<file path="src/rtl/qkvt_pkg.sv">
// Package for the quoted key/value tokenizer.
// Holds the configuration and result types, parse phase encoding and byte constants.
// No dependencies.
package qkvt_pkg;

    localparam int unsigned BYTE_W    = 8;
    localparam int unsigned CFG_IDX_W = 8;

    localparam logic [BYTE_W-1:0] QUOTE_BYTE = 8'h22;

    // Configuration register indexes
    localparam logic [CFG_IDX_W-1:0] CFG_DELIMITER   = 8'd0;
    localparam logic [CFG_IDX_W-1:0] CFG_EQUALS      = 8'd1;
    localparam logic [CFG_IDX_W-1:0] CFG_PAD_ENABLE  = 8'd2;
    localparam logic [CFG_IDX_W-1:0] CFG_PADDING     = 8'd3;

    // Reset values of the configuration registers
    localparam logic [BYTE_W-1:0] DELIMITER_RST = 8'd32;
    localparam logic [BYTE_W-1:0] EQUALS_RST    = 8'd61;
    localparam logic              PAD_EN_RST    = 1'b0;
    localparam logic [BYTE_W-1:0] PADDING_RST   = 8'd32;

    typedef enum logic [1:0] {
        PH_KEY   = 2'd0,
        PH_SKIP  = 2'd1,
        PH_VALUE = 2'd2,
        PH_DELIM = 2'd3
    } t_phase;

    typedef struct packed {
        logic [BYTE_W-1:0] delimiter_char;
        logic [BYTE_W-1:0] equals_char;
        logic              padding_enable;
        logic [BYTE_W-1:0] padding_char;
    } t_cfg;

    typedef struct packed {
        logic              valid;
        logic [BYTE_W-1:0] char_in;
        logic              is_final;
    } t_in_beat;

    typedef struct packed {
        logic              emit;
        logic              char_valid;
        logic [BYTE_W-1:0] char_out;
        logic              char_role;
        logic              pair_end;
        logic              string_end;
    } t_result;

endpackage

</file>
<file path="src/rtl/qkvt_cfg_regs.sv">
// Configuration register file of the quoted key/value tokenizer.
// Depends on qkvt_pkg.
module qkvt_cfg_regs
    import qkvt_pkg::*;
(
    input  logic                 i_clk,
    input  logic                 i_rst_n,
    input  logic                 i_cfg_valid,
    output logic                 o_cfg_ready,
    input  logic [CFG_IDX_W-1:0] i_cfg_index,
    input  logic [BYTE_W-1:0]    i_cfg_data,
    output t_cfg                 o_cfg
);

    t_cfg r_cfg;

    assign o_cfg_ready = 1'b1;
    assign o_cfg       = r_cfg;

    always_ff @(posedge i_clk) begin
        if (!i_rst_n) begin
            r_cfg.delimiter_char <= DELIMITER_RST;
            r_cfg.equals_char    <= EQUALS_RST;
            r_cfg.padding_enable <= PAD_EN_RST;
            r_cfg.padding_char   <= PADDING_RST;
        end else if (i_cfg_valid && o_cfg_ready) begin
            unique case (i_cfg_index)
                CFG_DELIMITER:  r_cfg.delimiter_char <= i_cfg_data;
                CFG_EQUALS:     r_cfg.equals_char    <= i_cfg_data;
                CFG_PAD_ENABLE: r_cfg.padding_enable <= i_cfg_data[0];
                CFG_PADDING:    r_cfg.padding_char   <= i_cfg_data;
                default: ;
            endcase
        end
    end

endmodule

</file>
<file path="src/rtl/qkvt_in_reg.sv">
// Input register of the quoted key/value tokenizer: holds one accepted beat.
// Depends on qkvt_pkg.
module qkvt_in_reg
    import qkvt_pkg::*;
(
    input  logic              i_clk,
    input  logic              i_rst_n,
    input  logic              i_valid,
    output logic              o_stall,
    input  logic [BYTE_W-1:0] i_char_in,
    input  logic              i_is_final,
    input  logic              i_take,
    output t_in_beat          o_beat
);

    logic              r_valid;
    logic [BYTE_W-1:0] r_char;
    logic              r_final;
    logic              load;

    // Hold the beat until the step logic takes it
    assign o_stall = r_valid && !i_take;
    assign load    = i_valid && !o_stall;

    always_ff @(posedge i_clk) begin
        if (!i_rst_n) begin
            r_valid <= 1'b0;
        end else if (load) begin
            r_valid <= 1'b1;
        end else if (i_take) begin
            r_valid <= 1'b0;
        end
    end

    always_ff @(posedge i_clk) begin
        if (load) begin
            r_char  <= i_char_in;
            r_final <= i_is_final;
        end
    end

    assign o_beat.valid    = r_valid;
    assign o_beat.char_in  = r_char;
    assign o_beat.is_final = r_final;

endmodule

</file>
<file path="src/rtl/qkvt_step.sv">
// Per-byte parse logic of the quoted key/value tokenizer (combinational).
// Depends on qkvt_pkg.
module qkvt_step
    import qkvt_pkg::*;
(
    input  t_cfg              i_cfg,
    input  t_phase            i_phase,
    input  logic              i_in_quotes,
    input  logic [BYTE_W-1:0] i_char,
    input  logic              i_final,
    output t_phase            o_phase,
    output logic              o_in_quotes,
    output t_result           o_res
);

    logic   is_eq;
    logic   is_pad;
    logic   is_delim;
    logic   is_quote;
    t_phase ph_a;
    t_phase ph_b;
    t_phase ph_step;
    logic   quotes_step;
    logic   byte_valid;
    logic   byte_role;
    logic   pend;

    assign is_eq    = (i_char == i_cfg.equals_char);
    assign is_pad   = i_cfg.padding_enable && (i_char == i_cfg.padding_char);
    assign is_delim = (i_char == i_cfg.delimiter_char);
    assign is_quote = (i_char == QUOTE_BYTE);

    // Resolve the phase that actually handles this byte
    always_comb begin
        ph_a       = ((i_phase == PH_DELIM) && !is_delim) ? PH_KEY : i_phase;
        ph_b       = ((ph_a == PH_SKIP) && !is_eq && !is_pad && !is_delim) ? PH_VALUE : ph_a;
    end

    // Next state
    always_comb begin
        ph_step     = ph_b;
        quotes_step = i_in_quotes;
        unique case (ph_b)
            PH_KEY: begin
                if (is_eq) begin
                    ph_step = PH_SKIP;
                end else if (!i_in_quotes && is_pad) begin
                    ph_step = PH_SKIP;
                end else if (!i_in_quotes && is_delim) begin
                    ph_step = PH_DELIM;
                end else if (is_quote) begin
                    quotes_step = !i_in_quotes;
                end
            end
            PH_SKIP: begin
                if (!is_eq && !is_pad && is_delim) begin
                    ph_step = PH_DELIM;
                end
            end
            PH_VALUE: begin
                if (!i_in_quotes && is_delim) begin
                    ph_step = PH_DELIM;
                end else if (is_quote) begin
                    quotes_step = !i_in_quotes;
                end
            end
            PH_DELIM: ;
            default: ;
        endcase
        // End of string closes everything for the next string
        o_phase     = i_final ? PH_KEY : ph_step;
        o_in_quotes = i_final ? 1'b0 : quotes_step;
    end

    // Outputs
    always_comb begin
        byte_valid = 1'b0;
        byte_role  = 1'b0;
        pend       = 1'b0;
        unique case (ph_b)
            PH_KEY: begin
                if (is_eq || (!i_in_quotes && is_pad)) begin
                    pend = 1'b0;
                end else if (!i_in_quotes && is_delim) begin
                    pend = 1'b1;
                end else if (!is_quote) begin
                    byte_valid = 1'b1;
                end
            end
            PH_SKIP: begin
                pend = !is_eq && !is_pad && is_delim;
            end
            PH_VALUE: begin
                if (!i_in_quotes && is_delim) begin
                    pend = 1'b1;
                end else if (!is_quote) begin
                    byte_valid = 1'b1;
                    byte_role  = 1'b1;
                end
            end
            PH_DELIM: ;
            default: ;
        endcase
        if (i_final && (ph_step != PH_DELIM)) begin
            pend = 1'b1;
        end
        o_res.emit       = byte_valid || pend || i_final;
        o_res.char_valid = byte_valid;
        o_res.char_out   = byte_valid ? i_char : '0;
        o_res.char_role  = byte_valid && byte_role;
        o_res.pair_end   = pend;
        o_res.string_end = i_final;
    end

endmodule

</file>
<file path="src/rtl/quoted_key_value_tokenizer.sv">
// Quoted key/value tokenizer, top level.
// Input channel: one string byte per beat on i_char_in, with i_is_final set on
// the last byte of a string. A beat is taken at a rising edge where i_in_valid
// is high and o_in_stall is low.
// Output channel: at most one result per input byte. A result carries a key or
// value byte (o_char_valid, o_char_out, o_char_role: 0 key, 1 value), a pair
// end flag and a string end flag. A beat moves at an edge where o_out_valid is
// high and i_out_stall is low. Bytes that are pure separators (equals,
// padding, repeated delimiters, quotes) produce no result unless they end a
// pair or the string.
// Configuration: write channel i_cfg_valid / o_cfg_ready (always ready) with
// i_cfg_index 0 delimiter, 1 equals, 2 padding enable, 3 padding byte; other
// indexes are ignored. Write only while the block is idle.
// Each byte passes through the input register, then the result register. Throughput:
// one byte per cycle while the output does not stall, set by the phase/quote
// state update between the two registers.
// Reset (synchronous, active low): registers return to their defaults, the
// parser returns to the key phase outside quotes, both registers empty.
// Output stall: the result holds; one more byte is taken into the input register,
// then o_in_stall stays high until the result beat moves.
module quoted_key_value_tokenizer
    import qkvt_pkg::*;
(
    input  logic                 i_clk,
    input  logic                 i_rst_n,
    // configuration write channel
    input  logic                 i_cfg_valid,
    output logic                 o_cfg_ready,
    input  logic [CFG_IDX_W-1:0] i_cfg_index,
    input  logic [BYTE_W-1:0]    i_cfg_data,
    // input byte channel
    input  logic                 i_in_valid,
    output logic                 o_in_stall,
    input  logic [BYTE_W-1:0]    i_char_in,
    input  logic                 i_is_final,
    // result channel
    output logic                 o_out_valid,
    input  logic                 i_out_stall,
    output logic                 o_char_valid,
    output logic [BYTE_W-1:0]    o_char_out,
    output logic                 o_char_role,
    output logic                 o_pair_end,
    output logic                 o_string_end
);

    t_cfg     cfg;
    t_in_beat beat;
    t_phase   r_phase;
    t_phase   n_phase;
    logic     r_in_quotes;
    logic     n_in_quotes;
    t_result  res;
    t_result  r_out;
    logic     r_out_valid;
    logic     advance;

    qkvt_cfg_regs u_cfg (
        .i_clk       (i_clk),
        .i_rst_n     (i_rst_n),
        .i_cfg_valid (i_cfg_valid),
        .o_cfg_ready (o_cfg_ready),
        .i_cfg_index (i_cfg_index),
        .i_cfg_data  (i_cfg_data),
        .o_cfg       (cfg)
    );

    qkvt_in_reg u_in (
        .i_clk      (i_clk),
        .i_rst_n    (i_rst_n),
        .i_valid    (i_in_valid),
        .o_stall    (o_in_stall),
        .i_char_in  (i_char_in),
        .i_is_final (i_is_final),
        .i_take     (advance),
        .o_beat     (beat)
    );

    qkvt_step u_step (
        .i_cfg       (cfg),
        .i_phase     (r_phase),
        .i_in_quotes (r_in_quotes),
        .i_char      (beat.char_in),
        .i_final     (beat.is_final),
        .o_phase     (n_phase),
        .o_in_quotes (n_in_quotes),
        .o_res       (res)
    );

    // Process the held byte when the result register is free or draining
    assign advance = beat.valid && (!r_out_valid || !i_out_stall);

    // Parser state: advance only when a byte is processed
    always_ff @(posedge i_clk) begin
        if (!i_rst_n) begin
            r_phase     <= PH_KEY;
            r_in_quotes <= 1'b0;
        end else if (advance) begin
            r_phase     <= n_phase;
            r_in_quotes <= n_in_quotes;
        end
    end

    // Result register: load a result, drop it once taken
    always_ff @(posedge i_clk) begin
        if (!i_rst_n) begin
            r_out_valid <= 1'b0;
        end else if (advance) begin
            r_out_valid <= res.emit;
        end else if (!i_out_stall) begin
            r_out_valid <= 1'b0;
        end
    end

    always_ff @(posedge i_clk) begin
        if (advance) begin
            r_out <= res;
        end
    end

    assign o_out_valid  = r_out_valid;
    assign o_char_valid = r_out.char_valid;
    assign o_char_out   = r_out.char_out;
    assign o_char_role  = r_out.char_role;
    assign o_pair_end   = r_out.pair_end;
    assign o_string_end = r_out.string_end;

endmodule

</file>
<file path="config.mk">
export PLATFORM = sky130hd
export DESIGN_NAME = quoted_key_value_tokenizer
export DESIGN_NICKNAME = d
export VERILOG_FILES = /design/src/rtl/qkvt_pkg.sv /design/src/rtl/qkvt_cfg_regs.sv /design/src/rtl/qkvt_in_reg.sv /design/src/rtl/qkvt_step.sv /design/src/rtl/quoted_key_value_tokenizer.sv
export SDC_FILE = /design/constraint.sdc
export NUM_CORES = 1
export LEC_CHECK = 0
export BUFFER_PORTS_ARGS = -buffer_cell sky130_fd_sc_hd__buf_2
export CAP_MARGIN = 20
export CELL_PAD_IN_SITES_DETAIL_PLACEMENT = 0
export CELL_PAD_IN_SITES_GLOBAL_PLACEMENT = 1
export CORE_MARGIN = 2
export CORE_UTILIZATION = 40
export CTS_CLUSTER_DIAMETER = 200
export DETAILED_ROUTE_END_ITERATION = 6
export PLACE_DENSITY = 0.79
export SLEW_MARGIN = 15
export SYNTH_ARGS = -nofsm -noshare
export SYNTH_HDL_FRONTEND = slang
export SYNTH_SLANG_ARGS = --single-unit
</file>
<file path="constraint.sdc">
create_clock -name i_clk -period 2.18 [get_ports i_clk]
set_input_delay 0.218 -clock i_clk [delete_from_list [all_inputs] [get_ports i_clk]]
set_output_delay 0.218 -clock i_clk [all_outputs]
set_load 0.02 [all_outputs]
</file>
## After elaboration in Yosys (flattened, before gate mapping)

Cells that the tools add are included.

| cells by class | value |
|---|---|
| reduce and logical (&&, ||, !) cells | 35 |
| multiplexer cells | 27 |
| eq/ne operators | 15 |

Operators by type and width:

| operator | number |
|---|---|
| equality test 8 bit | 3 |
| equality test 8 x 2 -> 1 bit, second input constant | 2 |
| 2-to-1 mux 1 bit | 16 |
| logical AND 1 bit | 14 |
| 2-to-1 mux 2 bit | 7 |
| equality test 8 x 1 -> 1 bit, second input constant | 1 |
| equality test 8 x 6 -> 1 bit, second input constant | 1 |
| zero test 1 bit | 8 |
| zero test 8 bit | 1 |
| AND reduction 2 bit | 4 |
| inequality test 3 bit, second input constant | 2 |
| case mux 2 bit (3 select lines) | 1 |
| equality test 2 x 1 -> 1 bit, second input constant | 2 |
| equality test 2 bit, second input constant | 2 |
| logical OR 1 bit | 4 |
| case mux 1 bit (2 select lines) | 2 |
| AND reduction 4 bit | 1 |
| case mux 1 bit (3 select lines) | 1 |
| nonzero test 3 bit | 1 |
| zero test 2 bit | 1 |
| inequality test 2 x 1 -> 1 bit, second input constant | 1 |
| inequality test 2 bit, second input constant | 1 |
| nonzero test 2 bit | 1 |

| storage, ports and cells | value |
|---|---|
| bits of input ports | 30 |
| logic and storage cells | 92 |
| register bits after elaboration | 51 |

## Logic depth before layout (Yosys ltp)

| depth | value |
|---|---|
| word-level depth | 19 |
| gate-level depth with buffers | 7 |

## By module

Synthesis repeated with hierarchy kept, for this count alone.

| second synthesis, totals | value |
|---|---|
| cell total of the unflattened synthesis | 221 |
| area total of the unflattened synthesis | 2482.4 um^2 |

Modules (own cells, without submodules):

| module | cells each | area each (um^2) | instances | seq. area each (um^2) |
|---|---|---|---|---|
| qkvt_cfg_regs | 101 | 1049.8 | 1 | 500.5 |
| qkvt_step | 77 | 574.3 | 1 | 0.0 |
| quoted_key_value_tokenizer | 28 | 525.5 | 1 | 440.4 |
| qkvt_in_reg | 15 | 332.8 | 1 | 290.3 |

## Worst setup path after synthesis

Ideal clock, no wire load.

| timing | value |
|---|---|
| path kind | flip-flop to flip-flop |
| from | register u_in.r_char[2] |
| to | register r_out (netlist bit o_pair_end) (data pin) |
| data arrival time | 1617 ps |
| clock period less this slack | 1886 ps |
| stages on the path, launching flop included | 8 |
| setup time | 268 ps |
| slack | 294 ps |
| path buffers | 1 |
| cell sequence | edfxtp_1 > xor2_1 > or2_1 > nor3_1 > nor3_1 > nor3_2 > buf_4 > o211ai_1 |

RTL lines:

| what | line | text |
|---|---|---|
| start: declaration | qkvt_in_reg.sv:17 | `logic [BYTE_W-1:0] r_char;` |
| start signal: assignment | qkvt_in_reg.sv:37 | `r_char <= i_char_in;` |
| end signal: assignment | quoted_key_value_tokenizer.sv:116 | `r_out <= res;` |
| end: declaration | quoted_key_value_tokenizer.sv:53 | `t_result r_out;` |

## Worst setup path in the final report

| timing | value |
|---|---|
| from | register u_in.r_char[1] |
| to | register r_out (netlist bit o_char_out[5]) (data pin) |

| on the way | value |
|---|---|
| longest elaborated chain between the ends | 11 |
| elaborated cells on any way between the ends | 24 |
| those cells by class | eq/ne (6); mux (6); reduce/logical (12) |

Ends and longest elaborated chain:

| what | line | text |
|---|---|---|
| equality test 8 bit | qkvt_step.sv:30 | `assign is_delim = (i_char == i_cfg.delimiter_char);` |
| zero test 1 bit | qkvt_step.sv:35, qkvt_step.sv:36 |  |
| logical AND 1 bit | qkvt_step.sv:35 | `ph_a = ((i_phase == PH_DELIM) && !is_delim) ? PH_KEY : i_phase;` |
| 2-to-1 mux 2 bit | qkvt_step.sv:35 |  |
| equality test 2 x 1 -> 1 bit | qkvt_step.sv:36 | `ph_b = ((ph_a == PH_SKIP) && !is_eq && !is_pad && !is_delim) ? PH_VALUE : ph_a;` |
| logical AND 1 bit (3 in series) | qkvt_step.sv:36 |  |
| 2-to-1 mux 2 bit | qkvt_step.sv:36 |  |
| equality test 2 bit or zero test 2 bit (tied branches) | qkvt_step.sv:80 | `unique case (ph_b)` |
| case mux 1 bit (2 select lines) (*) | qkvt_step.sv:80 |  |

Every way passes the cells marked *; elsewhere a longest branch is shown, timed or not.
A chain may end at the register's enable or synchronous reset.

==> impl_results.md <==
- Status: finished, final reports clean
- Primary FF master, synth: dfxtp_1
- Worst-skew pair later-pin latency: between 0.3 and 0.4 ns
- Worst R2R Setup Slack: between 0.15 and 0.2 ns
- Final core utilization: between 40% and 50%
- Worst path bufs/invs: 1
- Max-slew violation count: 0
- Yosys warns: 0
- Crit. End Element: flip-flop
- Ports: 45
- DRC: 0
- Crit path DAT: 2.11 ns
- Worst-path maximum fanout: 7
- Antenna Nets Post-Route: 0
- CP delay by family, top: flip-flops
- Asr flop ratio synth: 0%
- Nets@finish: slightly below 300
- Drt wl/cell: 14.5 µm
- Layout cells sized above 1: about a quarter
- Worst-path cell chain: xnor2_1 > nand4_1 > o21ai_0 > a211oi_1 > nor3_2 > buf_4 > nor3b_1
- Slowest-stage cell, CP: edfxtp_1
- Worst slack, placed: 0.205 ns
- Crit path from: u_in.r_char[1]
- Row cnt: 28
- Sw frac: between 20 and 25%
- Switching power: ~0.40 mW
- Crit start category: flip-flop
- Routed WL: roughly 4900 µm
- Number of cells on the critical path: 7
- Maximum vdd drop: slightly above 300 µV
- Final min period: 2.00 ns
- Largest net degree at the start of global routing: 32
- Cell with the most instances after synthesis: dfxtp_1
- Max-Cap Viols: 0
- Die area: roughly 6600 µm²
- Met2 Use GR: between 20% and 30%
- Pwr Density: 662 nW/µm²
- WP data required: around 2.3 ns
- Starting DRT DRC Count: ~120
- Total negative slack: 0 ns
- DR vias/cell: slightly above 5
- Core area: about 5800 µm²
- Max Root-Sink Buffers: 2
- Pleak: 1.11 nW
- CTS buffer count: 5
- Final Hold Vio Count: 0
- Die height: ~80 µm
- Initial antenna violation count: 0
- Post-synth EDFFs: 21
- Register area share after synthesis: slightly above 50%
- Post-synth cell types: 43
- Pre-antenna DRT Iters: 4
- Yosys top cell area share: 26.6%
- Clk slew on worst S/H paths: roughly 0.09 ns
- Post-layout power: around 1.9 mW
- Clk Tree Root Cell: clkbuf_8
- Worst setup path endpoint: o_char_out[5]
- Initial Util: between 40 and 50%
- Area grow syn2layout: 18.5%
- Die span in x: ~81 µm
- Period utilization: ~92%
- Worst R2R Start: u_in.r_char[1]
- Synthesized Nets: 240
- Port bufs: 43
- GRT busiest layer: met2
- Post-CTS Setup Inserts: 0
- Max stage delay on crit path: ~0.53 ns
- Met3 Resource Use GR: roughly 4.1%
- Share of power burned in combinational logic: 7.6%
- Hold Path Class: in -> reg
- Area leader, netlist: edfxtp_1
- Grt total ovfl: 0
- TritonCTS clock tree: built
- Cells after Synth: 210
- Post-Syn Area: 2370 µm²
- R2R depth: 7
- Final setup violating endpoints: 0
- CTS sink count: 51
- Total GRT Usage: between 10% and 20%
- Top post-synthesis cells by count: dfxtp_1 (30), mux2i_1 (27), nor2b_1 (25)
- RePlAce Congestion: around 0.85
- H-tree Lvls: 2
- Final worst slack: between 0.15 and 0.2 ns
- Cell Int Power: between 1 and 1.5 mW
- Vias: between 1500 and 2000
- # diodes: 0
- Skew final: roughly 0.0073 ns
- Reg-to-reg critical path endpoint: o_char_out[5]
- Post-DP HPWL: around 3700 µm
- Syn Area/Cell: around 11 µm²
- Main area contributors after synthesis: edfxtp_1 (27%), dfxtp_1 (25%), mux2i_1 (11%)
- Crit Path Category: reg -> reg
- RSZ-0062 raised after global routing: false
- Vias in the first global route: roughly 1600
- Flops & latches, synth: 51
- Clock network power share: a little over a third
- Fmax: about 0.5 GHz
- First-pass GRT wire length: just under 8000 µm
- M1 GR Usage: between 20% and 30%
- Sequential share of power: a little under three fifths
==> cells in the final DEF (no fill, tap or decap), types with 7 or more instances in the layout <==
master and count:
buf_2 43, dfxtp_1 30, mux2i_1 27, nor2b_1 25
xnor2_1 22, edfxtp_1 21, nand2_1 14, nor2_1 7
buf_4 7
==> worst min-delay path by stage <==
stage,depth (start not counted),slack (ns),start,end
2_1_floorplan,0,0.32,i_char_in[0],u_in.r_char[0]
3_5_place_dp,1,0.40,i_char_in[3],u_in.r_char[3]
3_3_place_gp,1,0.39,i_is_final,u_in.r_final
4_1_cts,1,0.07,i_char_in[3],u_in.r_char[3]
6_report,1,0.08,i_char_in[1],u_in.r_char[1]
5_1_grt,1,0.07,i_char_in[4],u_in.r_char[4]
==> layout make-up <==
| type | count | area, µm² |
|---|---|---|
| Clock buffer | 6 | 82.6 |
| Clock inverter | 2 | 35.0 |
| Multi-Input combinational cell | 146 | 1080 |
| Sequential cell | 51 | 1230 |
| Fill cell | 593 | 3010 |
| Tap cell | 75 | 93.8 |
| Inverter | 6 | 22.5 |
| Timing Repair Buffer | 50 | 268 |
==> per-stage QoR <==
| stage | hold WS [ns] | instances | area, µm² |
|---|---|---|---|
| CTS | 0.0691 | 336 | 2810 |
| finish | 0.0847 | 336 | 2810 |
| detailed placement | 0.400 | 328 | 2690 |
| floorplan | 0.317 | 210 | 2370 |
| global route | 0.0720 | 336 | 2810 |
| global placement | 0.394 | 328 | 2690 |
==> what timing repair did <==
action                                  CTS  global route
hold endpoints to repair                  0             0
hold buffers                              0             0
endpoints found under the setup margin    0             8
gates resized for setup                   0             1
==> logic make-up after synthesis <==
| logic type | Yosys count | share of synthesized area, % |
|---|---|---|
| xor+xnor | 24 | 8.87 |
| buf+inv | 13 | 2.74 |
| simple gates | 75 | 19.2 |
| mux | 27 | 11.4 |
| compound gates | 19 | 5.65 |
| flops | 51 | 52.0 |
| other cells | 1 | 0.158 |
==> state kept, by name (all words and copies together), names as in the netlist <==
register / count
o_char_out: 8
o_char_role: 1
o_char_valid: 1
o_out_valid: 1
o_pair_end: 1
o_string_end: 1
r_in_quotes: 1
r_phase: 2
u_cfg.o_cfg: 25
u_in.r_char: 8
u_in.r_final: 1
u_in.r_valid: 1
==> power by group through the flow <==
| stage | registers (mW) | logic (mW) | clock network (mW) |
|---|---|---|---|
| floorplan | 1.08 | 0.0678 | 0 |
| global placement | 1.06 | 0.144 | 0 |
| detailed placement | 1.07 | 0.144 | 0 |
| CTS | 1.04 | 0.144 | 0.697 |
| global route | 1.05 | 0.157 | 0.733 |
| finish | 1.04 | 0.142 | 0.676 |
==> per-layer routing <==
layer | up-vias | routed length, µm | share of wire, %
li1 | 837 | - | -
met1 | 789 | 2230 | 46
met2 | 54 | 2290 | 47
met3 | 9 | 267 | 5.5
met4 | 0 | 84 | 1.7
met5 | - | 0 | 0
Power figures use the tool's default switching activity.
